File: src/design/sfa_pkg.sv
`timescale 1ns / 1ps
// Shared types and codes for the segment fit allocator.
// No dependencies; every other design file but sfa_ram imports this package.
package sfa_pkg;

	// operation codes
	localparam logic [1:0] OP_APPEND = 2'd0;
	localparam logic [1:0] OP_ALLOC  = 2'd1;
	localparam logic [1:0] OP_CLEAR  = 2'd2;

	// result status codes
	localparam logic [1:0] ST_OK     = 2'd0;
	localparam logic [1:0] ST_NO_FIT = 2'd1;
	localparam logic [1:0] ST_FULL   = 2'd2;
	localparam logic [1:0] ST_ZERO   = 2'd3;

	// search policies; the unused code behaves as first fit
	localparam logic [1:0] POL_FIRST = 2'd0;
	localparam logic [1:0] POL_BEST  = 2'd1;
	localparam logic [1:0] POL_WORST = 2'd2;

	typedef struct packed {
		logic [1:0]  operation;
		logic [15:0] amount;
	} req_item_t;

	typedef struct packed {
		logic [1:0] status;
		logic [3:0] chosen_index;
		logic       split_made;
		logic [3:0] remainder_index;
		logic [4:0] segment_total;
	} rsp_item_t;

	typedef enum logic [2:0] {
		S_IDLE,
		S_SCAN,
		S_LAST,
		S_UPDATE,
		S_SPLIT,
		S_EMIT
	} sfa_state_t;

	// controller -> datapath
	typedef struct packed {
		logic load;       // capture the request item, restart the scan
		logic scan_step;  // read one table entry, advance the scan index
		logic update;     // decide and commit the table change
		logic split;      // write the remainder size
		logic emit;       // move the result into the output register
	} sfa_cmd_t;

	// datapath -> controller
	typedef struct packed {
		logic needs_scan; // incoming item is a request that must search
		logic scan_last;  // scan index is at the last live entry
	} sfa_stat_t;

endpackage

File: src/design/sfa_ram.sv
`timescale 1ns / 1ps
// Generic single write port RAM with one registered read port.
// No dependencies.
module sfa_ram #(
	parameter int WIDTH = 16,
	parameter int DEPTH = 16
) (
	input  logic                     clk,
	input  logic                     wr_en,
	input  logic [$clog2(DEPTH)-1:0] wr_addr,
	input  logic [WIDTH-1:0]         wr_data,
	input  logic [$clog2(DEPTH)-1:0] rd_addr,
	output logic [WIDTH-1:0]         rd_data
);
	logic [WIDTH-1:0] mem_q [DEPTH];

	always_ff @(posedge clk) begin
		if (wr_en) begin
			mem_q[wr_addr] <= wr_data;
		end
		rd_data <= mem_q[rd_addr];
	end
endmodule

File: src/design/sfa_datapath.sv
`timescale 1ns / 1ps
// Datapath of the segment fit allocator: size RAM, free marks, fit search,
// commit logic and output register. Depends on sfa_pkg and sfa_ram.
module sfa_datapath #(
	parameter int MAX_SEGMENTS = 16,
	parameter int SIZE_BITS    = 16
) (
	input  logic              clk,
	input  logic              arst_n,
	input  logic              cfg_write,
	input  logic [1:0]        cfg_data,
	input  sfa_pkg::req_item_t req_item,
	input  sfa_pkg::sfa_cmd_t  cmd,
	output sfa_pkg::sfa_stat_t stat,
	output sfa_pkg::rsp_item_t rsp_item
);
	import sfa_pkg::*;

	localparam int IDX_W = $clog2(MAX_SEGMENTS);
	localparam int CNT_W = $clog2(MAX_SEGMENTS + 1);

	logic [1:0]              policy_q;
	logic [1:0]              op_q;
	logic [SIZE_BITS-1:0]    amt_q;
	logic [CNT_W-1:0]        count_q;
	logic [MAX_SEGMENTS-1:0] free_q;

	logic [IDX_W-1:0]        scan_idx_q;
	logic                    rd_vld_s1;
	logic [IDX_W-1:0]        rd_idx_s1;
	logic                    free_s1;
	logic [SIZE_BITS-1:0]    rd_data_s1;

	logic                    found_q;
	logic [IDX_W-1:0]        pick_q;
	logic [SIZE_BITS-1:0]    best_q;
	logic [SIZE_BITS-1:0]    pick_size_q;

	logic                    split_q;
	logic [IDX_W-1:0]        rem_idx_q;
	logic [SIZE_BITS-1:0]    rest_q;
	rsp_item_t               res_q;
	rsp_item_t               rsp_q;

	logic [SIZE_BITS-1:0]    amt_in;
	logic [IDX_W-1:0]        count_idx;

	// search compare
	logic                    eligible;
	logic [SIZE_BITS-1:0]    gap;
	logic                    take;
	logic [SIZE_BITS-1:0]    new_best;

	// commit decision
	logic [SIZE_BITS-1:0]    rest;
	logic                    full;
	logic [1:0]              upd_status;
	logic [IDX_W-1:0]        upd_chosen;
	logic                    upd_split;
	logic [CNT_W-1:0]        count_next;
	logic                    upd_we;
	logic [IDX_W-1:0]        upd_addr;
	logic                    set_free;
	logic                    clr_free;
	logic                    clr_all;

	logic                    ram_we;
	logic [IDX_W-1:0]        ram_waddr;
	logic [SIZE_BITS-1:0]    ram_wdata;

	assign amt_in    = SIZE_BITS'(req_item.amount);
	assign count_idx = count_q[IDX_W-1:0];

	assign stat.needs_scan = (req_item.operation == OP_ALLOC) && (amt_in != '0)
		&& (count_q != '0);
	assign stat.scan_last  = CNT_W'(scan_idx_q) == (count_q - CNT_W'(1));

	always_ff @(posedge clk or negedge arst_n) begin
		if (!arst_n) begin
			policy_q <= POL_FIRST;
		end else if (cfg_write) begin
			policy_q <= cfg_data;
		end
	end

	always_ff @(posedge clk) begin
		if (cmd.load) begin
			op_q  <= req_item.operation;
			amt_q <= amt_in;
		end
	end

	// ---- scan: read address stage, then compare stage ----
	always_ff @(posedge clk or negedge arst_n) begin
		if (!arst_n) begin
			scan_idx_q <= '0;
			rd_vld_s1  <= 1'b0;
			found_q    <= 1'b0;
		end else begin
			rd_vld_s1 <= cmd.scan_step;
			if (cmd.load) begin
				scan_idx_q <= '0;
				found_q    <= 1'b0;
			end else begin
				if (cmd.scan_step) begin
					scan_idx_q <= scan_idx_q + IDX_W'(1);
				end
				if (take) begin
					found_q <= 1'b1;
				end
			end
		end
	end

	always_ff @(posedge clk) begin
		rd_idx_s1 <= scan_idx_q;
		free_s1   <= free_q[scan_idx_q];
		if (take) begin
			pick_q      <= rd_idx_s1;
			best_q      <= new_best;
			pick_size_q <= rd_data_s1;
		end
	end

	assign eligible = rd_vld_s1 && free_s1 && (rd_data_s1 >= amt_q);
	assign gap      = rd_data_s1 - amt_q;

	always_comb begin
		case (policy_q)
			POL_BEST: begin
				take     = eligible && (!found_q || gap <= best_q);
				new_best = gap;
			end
			POL_WORST: begin
				take     = eligible && (!found_q || rd_data_s1 > best_q);
				new_best = rd_data_s1;
			end
			default: begin
				take     = eligible && !found_q;
				new_best = rd_data_s1;
			end
		endcase
	end

	// ---- commit decision ----
	assign rest = pick_size_q - amt_q;
	assign full = count_q >= CNT_W'(MAX_SEGMENTS);

	always_comb begin
		upd_status = ST_OK;
		upd_chosen = '0;
		upd_split  = 1'b0;
		count_next = count_q;
		upd_we     = 1'b0;
		upd_addr   = count_idx;
		set_free   = 1'b0;
		clr_free   = 1'b0;
		clr_all    = 1'b0;
		case (op_q)
			OP_CLEAR: begin
				clr_all    = 1'b1;
				count_next = '0;
			end
			OP_APPEND: begin
				if (amt_q == '0) begin
					upd_status = ST_ZERO;
				end else if (full) begin
					upd_status = ST_FULL;
				end else begin
					upd_we     = 1'b1;
					set_free   = 1'b1;
					upd_chosen = count_idx;
					count_next = count_q + CNT_W'(1);
				end
			end
			OP_ALLOC: begin
				if (amt_q == '0) begin
					upd_status = ST_ZERO;
				end else if (!found_q) begin
					upd_status = ST_NO_FIT;
				end else if ((rest != '0) && full) begin
					upd_status = ST_FULL;
				end else begin
					upd_we     = 1'b1;
					upd_addr   = pick_q;
					clr_free   = 1'b1;
					upd_chosen = pick_q;
					if (rest != '0) begin
						upd_split  = 1'b1;
						set_free   = 1'b1;
						count_next = count_q + CNT_W'(1);
					end
				end
			end
			default: begin
				upd_status = ST_OK;
			end
		endcase
	end

	always_ff @(posedge clk or negedge arst_n) begin
		if (!arst_n) begin
			count_q <= '0;
			free_q  <= '0;
			split_q <= 1'b0;
		end else if (cmd.update) begin
			count_q <= count_next;
			split_q <= upd_split;
			if (clr_all) begin
				free_q <= '0;
			end else begin
				// chosen index is always below count, so the two never collide
				if (clr_free) begin
					free_q[pick_q] <= 1'b0;
				end
				if (set_free) begin
					free_q[count_idx] <= 1'b1;
				end
			end
		end
	end

	always_ff @(posedge clk) begin
		if (cmd.update) begin
			rem_idx_q             <= count_idx;
			rest_q                <= rest;
			res_q.status          <= upd_status;
			res_q.chosen_index    <= 4'(upd_chosen);
			res_q.split_made      <= upd_split;
			res_q.remainder_index <= upd_split ? 4'(count_idx) : 4'd0;
			res_q.segment_total   <= 5'(count_next);
		end
		if (cmd.emit) begin
			rsp_q <= res_q;
		end
	end

	// one write port: chosen size during update, remainder in the next cycle
	assign ram_we    = (cmd.update && upd_we) || (cmd.split && split_q);
	assign ram_waddr = cmd.split ? rem_idx_q : upd_addr;
	assign ram_wdata = cmd.split ? rest_q : amt_q;

	sfa_ram #(
		.WIDTH (SIZE_BITS),
		.DEPTH (MAX_SEGMENTS)
	) u_size_ram (
		.clk     (clk),
		.wr_en   (ram_we),
		.wr_addr (ram_waddr),
		.wr_data (ram_wdata),
		.rd_addr (scan_idx_q),
		.rd_data (rd_data_s1)
	);

	assign rsp_item = rsp_q;
endmodule

File: src/design/sfa_control.sv
`timescale 1ns / 1ps
// Sequencer of the segment fit allocator: item handshake, scan control,
// commit and result hand-off. Depends on sfa_pkg.
module sfa_control (
	input  logic               clk,
	input  logic               arst_n,
	input  logic               req_valid,
	output logic               req_stall,
	output logic               rsp_valid,
	input  logic               rsp_stall,
	input  sfa_pkg::sfa_stat_t stat,
	output sfa_pkg::sfa_cmd_t  cmd
);
	import sfa_pkg::*;

	sfa_state_t state_q;
	sfa_state_t state_next;
	logic       rsp_valid_q;
	logic       out_free;

	assign out_free = !rsp_valid_q || !rsp_stall;

	always_ff @(posedge clk or negedge arst_n) begin
		if (!arst_n) begin
			state_q     <= S_IDLE;
			rsp_valid_q <= 1'b0;
		end else begin
			state_q <= state_next;
			if (cmd.emit) begin
				rsp_valid_q <= 1'b1;
			end else if (!rsp_stall) begin
				rsp_valid_q <= 1'b0;
			end
		end
	end

	always_comb begin
		state_next = state_q;
		cmd        = '0;
		req_stall  = 1'b1;
		case (state_q)
			S_IDLE: begin
				req_stall = 1'b0;
				if (req_valid) begin
					cmd.load   = 1'b1;
					state_next = stat.needs_scan ? S_SCAN : S_UPDATE;
				end
			end
			S_SCAN: begin
				cmd.scan_step = 1'b1;
				if (stat.scan_last) begin
					state_next = S_LAST;
				end
			end
			S_LAST: begin
				state_next = S_UPDATE;
			end
			S_UPDATE: begin
				cmd.update = 1'b1;
				state_next = S_SPLIT;
			end
			S_SPLIT: begin
				cmd.split = 1'b1;
				if (out_free) begin
					cmd.emit   = 1'b1;
					state_next = S_IDLE;
				end else begin
					state_next = S_EMIT;
				end
			end
			S_EMIT: begin
				if (out_free) begin
					cmd.emit   = 1'b1;
					state_next = S_IDLE;
				end
			end
			default: begin
				state_next = S_IDLE;
			end
		endcase
	end

	assign rsp_valid = rsp_valid_q;
endmodule

File: src/design/segment_fit_allocator.sv
`timescale 1ns / 1ps
// Top level of the segment fit allocator: sequencer plus datapath.
// Depends on sfa_pkg, sfa_control, sfa_datapath (and sfa_ram below it).
//
//   channel    signals                          direction  item
//   ---------  -------------------------------  ---------  --------------------------
//   request    req_valid, req_stall, req_item   in         operation, amount
//   response   rsp_valid, rsp_stall, rsp_item   out        status, indexes, total
//   config     cfg_write, cfg_data              in         fit_policy, no read-back
//
// An allocate request with N segments in the table passes from acceptance to the
// next acceptance through one scan step per entry read from the size RAM, a step
// to finish the last compare, the commit and the remainder write. Append, clear,
// zero-size and empty-table requests skip the scan and the last compare.
// Reset clears the count and the free marks at once; the size RAM needs no
// clearing pass since only entries below the count are ever read.
// A stalled response holds in the output register; a new request is still
// taken, and its result waits for the register to drain.
module segment_fit_allocator #(
	parameter int MAX_SEGMENTS = 16,
	parameter int SIZE_BITS    = 16
) (
	input  logic               clk,
	input  logic               arst_n,
	// config
	input  logic               cfg_write,
	input  logic [1:0]         cfg_data,
	// request
	input  logic               req_valid,
	output logic               req_stall,
	input  sfa_pkg::req_item_t req_item,
	// response
	output logic               rsp_valid,
	input  logic               rsp_stall,
	output sfa_pkg::rsp_item_t rsp_item
);
	import sfa_pkg::*;

	sfa_cmd_t  cmd;
	sfa_stat_t stat;

	// state machine: handshake and step sequencing
	sfa_control u_control (
		.clk       (clk),
		.arst_n    (arst_n),
		.req_valid (req_valid),
		.req_stall (req_stall),
		.rsp_valid (rsp_valid),
		.rsp_stall (rsp_stall),
		.stat      (stat),
		.cmd       (cmd)
	);

	// table storage, fit search, commit and output register
	sfa_datapath #(
		.MAX_SEGMENTS (MAX_SEGMENTS),
		.SIZE_BITS    (SIZE_BITS)
	) u_datapath (
		.clk       (clk),
		.arst_n    (arst_n),
		.cfg_write (cfg_write),
		.cfg_data  (cfg_data),
		.req_item  (req_item),
		.cmd       (cmd),
		.stat      (stat),
		.rsp_item  (rsp_item)
	);
endmodule

File: config.mk
export PLATFORM = sky130hd
export DESIGN_NAME = segment_fit_allocator
export DESIGN_NICKNAME = d
export VERILOG_FILES = /design/src/design/sfa_pkg.sv /design/src/design/sfa_ram.sv /design/src/design/sfa_datapath.sv /design/src/design/sfa_control.sv /design/src/design/segment_fit_allocator.sv
export SDC_FILE = /design/constraint.sdc
export NUM_CORES = 1
export LEC_CHECK = 0
export BUFFER_PORTS_ARGS = -buffer_cell sky130_fd_sc_hd__buf_2
export CAP_MARGIN = 15
export CORE_ASPECT_RATIO = 1.5
export CORE_MARGIN = 2
export CORE_UTILIZATION = 35
export CTS_CLUSTER_DIAMETER = 40
export DETAILED_ROUTE_END_ITERATION = 8
export GPL_ROUTABILITY_DRIVEN = 0
export GPL_TIMING_DRIVEN = 0
export HOLD_SLACK_MARGIN = 0.03
export PLACE_DENSITY_LB_ADDON = 0.08
export SYNTH_ARGS = -nofsm -noshare
export SYNTH_HDL_FRONTEND = slang
export SYNTH_SLANG_ARGS = --single-unit
File: constraint.sdc
create_clock -name clk -period 5.4 [get_ports clk]
set_input_delay 0.27 -clock clk [delete_from_list [all_inputs] [get_ports clk]]
set_output_delay 0.27 -clock clk [all_outputs]
set_load 0.02 [all_outputs]
Yosys cells after proc, flatten, opt, wreduce, memory -nomap -nowiden
Memories as Yosys holds them, arrays and structs flattened. A register that Yosys moved wholly into a read port is not among the register bits.
Index checks and enable logic that the tools add are counted.
{"block": "totals", "in_bits": 25, "n_memories": 1, "ramBits": 256, "regBits": 145}
{"memory": "u_datapath.u_size_ram.mem_q", "words": 16, "width": 16, "rd": 1, "rd_ports_with_merged_regs": 1, "wr": 1, "line": "sfa_ram.sv:15", "rtl": "logic [WIDTH-1:0] mem_q [DEPTH];"}
{"block": "op_classes", "eq_ne": 15, "n_reduce_logical": 29, "n_mux": 74, "magnitude_cmp": 9, "bitwise": 3, "add_sub_neg": 5}
{"cell": "two-way mux 16 bit", "n": 7}
{"cell": "two-way mux 4 bit", "n": 12}
{"cell": "nonzero test 16 bit", "n": 2}
{"cell": "subtractor 16 bit", "n": 2}
{"cell": "two-way mux 5 bit", "n": 6}
{"cell": "two-way mux 1 bit", "n": 29}
{"cell": "one-hot mux 3 bit (6 select lines)", "n": 1}
{"cell": "AND 16 bit", "n": 1}
{"cell": "greater-or-equal comparator 16 bit", "n": 1}
{"cell": "> comparator 16 bit", "n": 1}
{"cell": "<= comparator 16 bit", "n": 1}
{"cell": "zero test 16 bit", "n": 1}
{"cell": "NOT 16 bit", "n": 1}
{"cell": "bitwise OR 16 bit", "n": 1}
{"cell": "< comparator 4 x 5 -> 1 bit (second input constant)", "n": 3}
{"cell": "one-hot mux 5 bit (3 select lines)", "n": 1}
{"cell": "logical AND 1 bit", "n": 12}
{"cell": "two-way mux 2 bit", "n": 6}
{"cell": "two-way mux 3 bit", "n": 4}
{"cell": "demux 1 bit (select 4 bit)", "n": 2}
{"cell": "greater-or-equal comparator 4 x 1 -> 1 bit (second input constant)", "n": 2}
{"cell": "one-hot mux 4 bit (2 select lines)", "n": 1}
{"cell": "== test 2 x 1 -> 1 bit (second input constant)", "n": 3}
{"cell": "== test 3 x 2 -> 1 bit (second input constant)", "n": 2}
{"cell": "other kinds (21)", "n": 33}

Depth between registers and ports, before layout
Gate-level depths: netlist (run 1).
{"block": "logic_depth", "depth_word": 13, "mapped_depth": 19}

Hierarchy
Synthesis (run 1) repeated with hierarchy kept, for this count alone.
{"block": "unflattened", "hier_cells": 1253, "area_unflattened_um2": 18736.7}
{"mod": "sfa_ram", "instances": 1, "area_per_inst_um2": 10043.4, "cells_each": 432}
{"mod": "sfa_datapath", "instances": 1, "area_per_inst_um2": 8465.6, "cells_each": 797}
{"mod": "sfa_control", "instances": 1, "area_per_inst_um2": 227.7, "cells_each": 24}

Least setup slack after synthesis (run 1)
No wires, ideal clock.
{"block": "synth_timing", "path_kind": "flip-flop to flip-flop", "startpoint": "register u_datapath.amt_q[0]", "endpoint": "register u_datapath.best_q[0], enable pin", "stages_incl_launch_ff": 18, "t_required_ps": 4959, "setup_slack_ps": -237, "t_arrival_ps": 5196, "n_path_buf": 0, "period_less_slack_ps": 5637, "path_cell_list": "edfxtp_1 ha_1 inv_1 fa_1 a21o_1 a21oi_1 nor2_1 o31a_1 o31a_1 o21a_1 nor2_1 xnor2_1 ha_1 nand2_1 nor4_1 a221oi_1 a221o_1 a21oi_1"}
{"block": "synth_between", "elab_chain_len": 5}
{"item": "from (decl)", "line": "sfa_datapath.sv:24", "rtl": "logic [SIZE_BITS-1:0] amt_q;"}
{"item": "from (signal assigned)", "line": "sfa_datapath.sv:89", "rtl": "amt_q <= amt_in;"}
{"item": "subtractor 16 bit", "line": "sfa_datapath.sv:126", "rtl": "assign gap = rd_data_s1 - amt_q;"}
{"item": "<= comparator 16 bit", "line": "sfa_datapath.sv:131", "rtl": "take = eligible && (!found_q || gap <= best_q);"}
{"item": "logical OR 1 bit", "line": "sfa_datapath.sv:131"}
{"item": "logical AND 1 bit", "line": "sfa_datapath.sv:131"}
{"item": "one-hot mux 1 bit (2 select lines) *", "line": "sfa_datapath.sv:129", "rtl": "case (policy_q)"}
{"item": "net u_datapath.take", "line": "sfa_datapath.sv:51", "rtl": "logic take;"}
{"item": "to (signal assigned)", "line": "sfa_datapath.sv:120", "rtl": "best_q <= new_best;"}
{"item": "to (decl)", "line": "sfa_datapath.sv:36", "rtl": "logic [SIZE_BITS-1:0] best_q;"}
Mark *: on every way through the listed nets, which the timed path passes. The rest lies on a longest branch.
A chain may end at the register's enable or synchronous reset.

Worst setup path after layout (run 1)
{"block": "layout_timing", "startpoint": "register u_datapath.amt_q[0]", "endpoint": "memory u_datapath.u_size_ram.mem_q[3][7], enable pin"}
{"block": "layout_between", "elab_chain_len": 11}
{"item": "subtractor 16 bit *", "line": "sfa_datapath.sv:146", "rtl": "assign rest = pick_size_q - amt_q;"}
{"item": "net u_datapath.rest[4]", "line": "sfa_datapath.sv:55", "rtl": "logic [SIZE_BITS-1:0] rest;"}
{"item": "nonzero test 16 bit *", "line": "sfa_datapath.sv:181", "rtl": "end else if ((rest != '0) && full) begin"}
{"item": "logical AND 1 bit *", "line": "sfa_datapath.sv:181"}
{"item": "two-way mux 1 bit", "line": "sfa_datapath.sv:181"}
{"item": "two-way mux 1 bit", "line": "sfa_datapath.sv:179", "rtl": "end else if (!found_q) begin"}
{"item": "two-way mux 1 bit", "line": "sfa_datapath.sv:177", "rtl": "if (amt_q == '0) begin"}
{"item": "one-hot mux 1 bit (2 select lines)", "line": "sfa_datapath.sv:159", "rtl": "case (op_q)"}
{"item": "logical AND 1 bit", "line": "sfa_datapath.sv:239", "rtl": "assign ram_we = (cmd.update && upd_we) || (cmd.split && split_q);"}
{"item": "logical OR 1 bit", "line": "sfa_datapath.sv:239"}
{"item": "two-way mux 1 bit", "line": "sfa_ram.sv:18", "rtl": "if (wr_en) begin"}
{"item": "two-way mux 1 bit (implied by the code)", "line": "sfa_ram.sv:19", "rtl": "mem_q[wr_addr] <= wr_data;"}
{"item": "to (decl)", "line": "sfa_ram.sv:15"}
Marks and branches as above.

==> summary.txt, run 1 <==
Setup path
  • R2R Setup Slk: 0.17 ns
  • Crit Reg-Reg Endpoint: u_datapath.u_size_ram.mem_q[3][7]$_DFFE_PP_
  • Crit Path Class: reg2reg
  • CP arrival: 5.53 ns
  • Required time of the critical path: 5.70 ns
  • Crit path launch type: flop
  • FF-to-FF path depth: 13
  • Worst-path fanout max: 12
  • Worst r2r src: u_datapath.amt_q[0]$_DFFE_PP_
  • CP Capture Type: flop
  • Crit path from: u_datapath.amt_q[0]$_DFFE_PP_

STA
  • Pins Over Slew Limit: 0
  • Final setup margin: 0.171 ns
  • Relative slew margins: 27.3%
  • Final setup violation count: 0
  • Fmax: 191 MHz
  • Final worst path period need: 5.23 ns
  • Slew @ Worst Pin: 1.09 ns
  • Clk_skew: 0.0210 ns
  • Tcrit/Tclk final: 96.8%
  • Final Hold Vio Count: 0

Routing
  • 1st-pass router iterations: 5
  • Routed met3 length: 1.73 mm
  • Initial DRC Count: 812
  • Post-DRT Antenna Nets: 0
  • DRC Markers: 0
  • Met2 wire length: 28.3 mm
  • Vias: 11,400
  • Drt wl/cell: 24.8 microns
  • Final wirelength: 53.1 mm
  • DR vias/cell: 5.32
  • Met1 wire length: 21.9 mm
  • Max layer used: met4

Placed design
  • DP Worst Slack: -0.505 ns
  • Post-DP HPWL: 37.5 mm
  • Inst Count DP: 1,989
  • Port Buf Inserts: 42
  • Area after DPL: 20,300 sq um

Final layout
  • Share of layout cells above drive strength 1: 23.3%
  • N_diodes: 0
  • Final Non-Filler Cells: 2,144
  • Final nets: 1,513
  • Area grow syn2layout: 23.0%
  • # fillers: 4,740
  • Final Cell Area: 23,000 sq um

Global routing
  • Gr ovfl total: 0
  • Global-route wire length before repair: 78.4 mm
  • Pin count of the biggest net entering global routing: 35
  • Vias in the first global route: 11,900
  • Initial antenna violation count: 0
  • GR Util All Layers: 19.7%

Yosys
  • Mapped Cells: 1,228
  • Syn_nets: 1,327
  • Largest area contributor in the netlist: edfxtp_1
  • Post-synth top cells: edfxtp_1, mux4_2, nand2_1, ha_1, nor2_1
  • Synth unique cells: 70
  • EDFF count, synth: 362
  • Mapped Area: 18,700 sq um
  • Count leader, synth: edfxtp_1
  • Synthesis warning total: 0
  • Synth area leaders: edfxtp_1, mux4_2, ha_1
  • Post-synthesis async set-or-reset flop share: 8.15%
  • Sequential area share after synthesis: 65.0%
  • Syn avg cell area: 15.2 sq um
  • Share of the synthesized area in the top cell type: 58.2%
  • #FFs+latches synth: 417
  • Top FF cell, synth: edfxtp_1

CTS
  • Clk root buf: clkbuf_16
  • Clock Tree Buf Depth: 3
  • Total CTS buffers: 57
  • Clock transition at path regs: 0.05 ns
  • Clock sinks: 417
  • CTS tree: yes
  • Level count of the clock H-tree: 2
  • Worst skew pair latency: 0.60 ns

Die
  • Rows: 103
  • Ports: 43
  • Chip height: 287 microns
  • Die ar.: 55,200 sq um
  • Core area: 52,700 sq um
  • Initial Util: 35.4%
  • Die X: 193 microns

Power
  • Sequential fraction of design power: 35.6%
  • P_leak: 0.00804 uW
  • Clock power share: 32.1%
  • Net Sw Frac: 33.8%
  • Worst vdd ir: 0.346 mV
  • Power Total: 12,300 uW
  • Cell Int Power: 8130 uW
  • PwrDens: 535 nW/um^2
  • Gate power share: 32.4%
  • Switching Power: 4150 uW

Job
  • # Max-Cap Violations: 0

Status
  • Status: completed

Hold path
  • Hold WC Path Type: in2async
## kinds of logic after synthesis
group | share of synthesized area, %
DFF | 65.0
xor gates and xnor gates | 1.36
adders and majority gates | 5.04
and+or+nand+nor | 7.33
AOI/OAI and AO/OA | 7.37
muxes | 11.6
buffers and inverters | 2.25
## how the worst max path moves through the flow
| stage | endpoint | slack [ns] | cells after the start |
|---|---|---|---|
| CTS | u_datapath.u_size_ram.mem_q[11][14]$_DFFE_PP_ | 0.01 | 12 |
| floorplan | u_datapath.best_q[0]$_DFFE_PP_ | 0.55 | 17 |
| global placement | u_datapath.best_q[2]$_DFFE_PP_ | -1.31 | 17 |
| global route | u_datapath.u_size_ram.mem_q[3][4]$_DFFE_PP_ | -0.008 | 13 |
| detailed placement | u_datapath.u_size_ram.mem_q[4][6]$_DFFE_PP_ | -0.50 | 13 |
| finish | u_datapath.u_size_ram.mem_q[3][7]$_DFFE_PP_ | 0.17 | 13 |
## layer usage
metal / track usage, % / up-vias
li1: - / 5206
met1: 24.3 / 5870
met2: 35.7 / 248
met3: 2.60 / 78
met4: 5.52 / 0
met5: 0 / -
## registers in the layout, summed over array words and instances (netlist names), 2 cells and up
name and flops:
u_control.state_q 3, u_datapath.amt_q 16, u_datapath.best_q 16, u_datapath.count_q 5
u_datapath.free_q 16, u_datapath.op_q 2, u_datapath.pick_q 4, u_datapath.pick_size_q 16
u_datapath.policy_q 2, u_datapath.rd_idx_s1 4, u_datapath.rem_idx_q 4, u_datapath.res_q 16
u_datapath.rest_q 16, u_datapath.rsp_item 16, u_datapath.scan_idx_q 4, u_datapath.u_size_ram.mem_q 256
u_datapath.u_size_ram.rd_data 16
## per-stage QoR
| stage | TNS, ns | hold slack, ns | util [%] |
|---|---|---|---|
| 5_1_grt | -0.0357 | 0.391 | 43.5 |
| 2_1_floorplan | 0 | -0.0256 | - |
| 3_3_place_gp | -321.17 | 0.354 | 37.4 |
| 3_5_place_dp | -52.31 | 0.353 | 38.6 |
| 6_report | 0 | 0.371 | 43.5 |
| 4_1_cts | 0 | 0.363 | 43.1 |
## area by class of cell
type	instances	area (sq um)	share of cell area, %
Inverter	65	244	1.06
Tap cell	682	853	3.72
Timing Repair Buffer	127	1270	5.54
Clock buffer	65	1480	6.43
Clock inverter	42	515	2.25
Buffer	46	176	0.769
Multi-Input combinational cell	700	6270	27.3
Sequential cell	417	12100	52.9
## layout by cell type, fill, tap and decap left out, drive strengths merged, types with 12 or more instances in the layout
| cell | n |
|---|---|
| a21o | 15 |
| a21oi | 50 |
| buf | 115 |
| clkbuf | 96 |
| clkinv | 13 |
| dfrtp | 34 |
| dfxtp | 21 |
| dlygate4sd3 | 27 |
| edfxtp | 362 |
| ha | 72 |
| inv | 78 |
| mux2 | 17 |
| mux4 | 85 |
| nand2 | 81 |
| nand2b | 12 |
| nand3 | 22 |
| nand4 | 14 |
| nor2 | 72 |
| nor3 | 12 |
| nor4 | 25 |
| o21ai | 53 |
| o22ai | 17 |
| xnor2 | 15 |
| xor2 | 14 |
## power by group through the flow
stage	Clock (uW)	Combinational [uW]	Sequential, uW
2_1_floorplan	0	2560	4310
3_3_place_gp	0	3720	4470
3_5_place_dp	0	3900	4440
4_1_cts	4040	3970	4380
5_1_grt	4150	4380	4400
6_report	3940	3980	4370
## what timing repair did
item,4_1_cts,5_1_grt
endpoints found under the setup margin,231,180
endpoints found under the hold margin,57,0
hold buffers,27,0
setup buffers,6,11
pin swaps,4,8
gates resized for setup,14,10
## critical path, stage by stage (launching register included)
cell and delay (ns):
edfxtp_1 0.57, ha_1 0.31, fa_1 0.47, nor2b_1 0.25
o22ai_2 0.13, xnor2_1 0.18, or3b_1 0.43, a2111oi_2 0.36
o2111ai_1 0.24, or4_1 0.58, a211o_1 0.35, or4_4 0.52
nor2_4 0.30, buf_8 0.22
Power figures use the tool's default switching activity.
==> run 2: changes to the inputs <==
- PLACE_DENSITY: unset -> 0.56
- PLACE_DENSITY_LB_ADDON: 0.08 -> unset
==> summary.txt, run 2 (same netlist as run 1, synthesis figures left out) <==
Status
  • Status: completed

Global routing
  • Initial antenna violation count: 0
  • Pin count of the biggest net entering global routing: 35
  • Gr ovfl total: 0
  • Global-route wire length before repair: 71.5 mm
  • GR Util All Layers: 17.6%
  • Vias in the first global route: 11,600

STA
  • Final setup TNS: 0 ns
  • RSZ-0062 raised after global routing: yes
  • Slew @ Worst Pin: 1.21 ns
  • Fmax: 187 MHz
  • Final setup violation count: 0
  • Clk_skew: 0.0257 ns
  • Pins Over Slew Limit: 0
  • Final Hold Vio Count: 0
  • Tcrit/Tclk final: 99.0%
  • Relative slew margins: 18.3%
  • Final worst path period need: 5.35 ns

Die
  • Initial Util: 35.4%
  • Chip height: 287 microns
  • Rows: 103
  • Die ar.: 55,200 sq um
  • Ports: 43
  • Die X: 193 microns
  • Core area: 52,700 sq um

Routing
  • Final wirelength: 48.1 mm
  • Initial DRC Count: 994
  • Post-DRT Antenna Nets: 0
  • DR vias/cell: 5.39
  • DRC Markers: 0
  • Drt wl/cell: 22.8 microns
  • Vias: 11,300
  • 1st-pass router iterations: 4

Final layout
  • Final nets: 1,491
  • # fillers: 4,718
  • Area of the multi-input gates: 6200 sq um
  • Most frequent cells in the layout: edfxtp_1, mux4_2, nand2_1
  • Most common cell after layout, fill and taps aside: edfxtp_1
  • Largest register FFs: 256
  • Register area: 12,100 sq um
  • N_diodes: 0
  • Area grow syn2layout: 18.2%
  • Largest register by flop count: u_datapath.u_size_ram.mem_q
  • Share of layout cells above drive strength 1: 20.6%

Power
  • Worst vdd ir: 0.290 mV
  • P_leak: 0.00766 uW
  • PwrDens: 502 nW/um^2
  • Power Total: 11,100 uW

CTS
  • Level count of the clock H-tree: 2
  • CTS tree: yes
  • Total CTS buffers: 43
  • Clock transition at path regs: 0.06 ns
  • Clk root buf: clkbuf_16
  • Clock sinks: 417
  • Clock Tree Buf Depth: 3
  • Worst skew pair latency: 0.56 ns

Setup path
  • Worst r2r src: u_datapath.amt_q[0]$_DFFE_PP_
  • Slowest-stage cell, CP: o31ai_1
  • Crit path largest cell delay: 1.03 ns
  • Crit Path Class: reg2reg
  • FF-to-FF path depth: 14
  • Buffers & Inverters on Critical Path: 2
  • Crit path cell chain: ha_1 > fa_1 > nor2b_1 > o22ai_2 > xnor2_1 > or3b_1 > a2111oi_2 > o2111ai_1 > nor4_4 > buf_4 > nor4_1 > o31ai_1 > nor2_2 > buf_16
  • CP arrival: 5.64 ns
  • Worst-path fanout max: 10
  • CP Capture Type: flop
  • Required time of the critical path: 5.70 ns
  • R2R Setup Slk: 0.05 ns
  • Critical Path Stages: 14
  • Crit path launch type: flop
  • CP delay by family, top: compound AO/OA/AOI/OAI gates
  • Crit Reg-Reg Endpoint: u_datapath.u_size_ram.mem_q[0][11]$_DFFE_PP_

Placed design
  • Port Buf Inserts: 42
  • Post-DP HPWL: 34.9 mm

Hold path
  • Hold WC Path Type: reg2reg
  • WHS Endpoint: u_datapath.rd_idx_s1[3]$_DFF_P_
  • Worst Hold Path Cells: 0
  • Hold Crit Start: u_datapath.scan_idx_q[3]$_DFFE_PN0P_

Job
  • # Max-Cap Violations: 0
[run 2: worst register-to-register path, delay by kind of cell (launching register included)]
family / cells / cell delay [ns]
flops: 1 / 0.53
xor+xnor: 1 / 0.16
simple gates: 5 / 1.42
fa+ha+maj: 2 / 0.75
compound gates: 4 / 1.75
buf+inv: 2 / 0.46
[run 2: through the flow]
stage	std cells	instance area (sq um)	util [%]	setup WS (ns)	hold WS (ns)
6_report	2105	22100	41.9	0.0542	0.368
5_1_grt	2105	22100	41.9	-0.127	0.394
4_1_cts	2088	21900	41.6	-0.0165	0.372
3_5_place_dp	1985	20200	38.4	-0.237	0.358
3_3_place_gp	1952	19700	37.4	-1.05	0.353
2_1_floorplan	1228	18700	-	0.553	-0.0256
[run 2: final cells by class]
class                      instances  share of cell area, %
buffer                            46                  0.799
timing repair buffer             119                   4.92
clock buffer                      55                   5.32
inverter                          65                   1.11
sequential                       417                   55.0
tap                              682                   3.87
multi-input combinational        700                   28.1
clock inverter                    21                  0.884
[run 2: how the worst max path moves through the flow]
| stage | start | end |
|---|---|---|
| 2_1_floorplan | u_datapath.amt_q[0]$_DFFE_PP_ | u_datapath.best_q[0]$_DFFE_PP_ |
| 3_3_place_gp | u_datapath.amt_q[0]$_DFFE_PP_ | u_datapath.u_size_ram.mem_q[12][6]$_DFFE_PP_ |
| 3_5_place_dp | u_datapath.amt_q[0]$_DFFE_PP_ | u_datapath.u_size_ram.mem_q[14][7]$_DFFE_PP_ |
| 4_1_cts | u_datapath.amt_q[0]$_DFFE_PP_ | u_datapath.u_size_ram.mem_q[4][9]$_DFFE_PP_ |
| 5_1_grt | u_datapath.amt_q[0]$_DFFE_PP_ | u_datapath.u_size_ram.mem_q[0][11]$_DFFE_PP_ |
| 6_report | u_datapath.amt_q[0]$_DFFE_PP_ | u_datapath.u_size_ram.mem_q[0][11]$_DFFE_PP_ |
[run 2: power by group]
group	switching (uW)	internal, uW	total (uW)
Clock	1260	1650	2900
Sequential	262	4090	4350
Combinational	2260	1570	3830
Total	3780	7310	11100
[run 2: metal layers]
| metal | vias up | global-route usage [%] | share of wire [%] |
|---|---|---|---|
| met1 | 5792 | 20.8 | 38 |
| li1 | 5146 | - | - |
| met4 | 0 | 6.64 | 3.5 |
| met3 | 85 | 2.00 | 4.2 |
| met5 | - | 0 | 0 |
| met2 | 318 | 32.4 | 54 |
[run 2: repair_timing]
action                                  CTS  global route
endpoints found under the setup margin  111           192
hold buffers                             27             0
hold endpoints to repair                 57             0
setup buffers                             0            13
gates resized for setup                   5             4
pin swaps                                 0             8
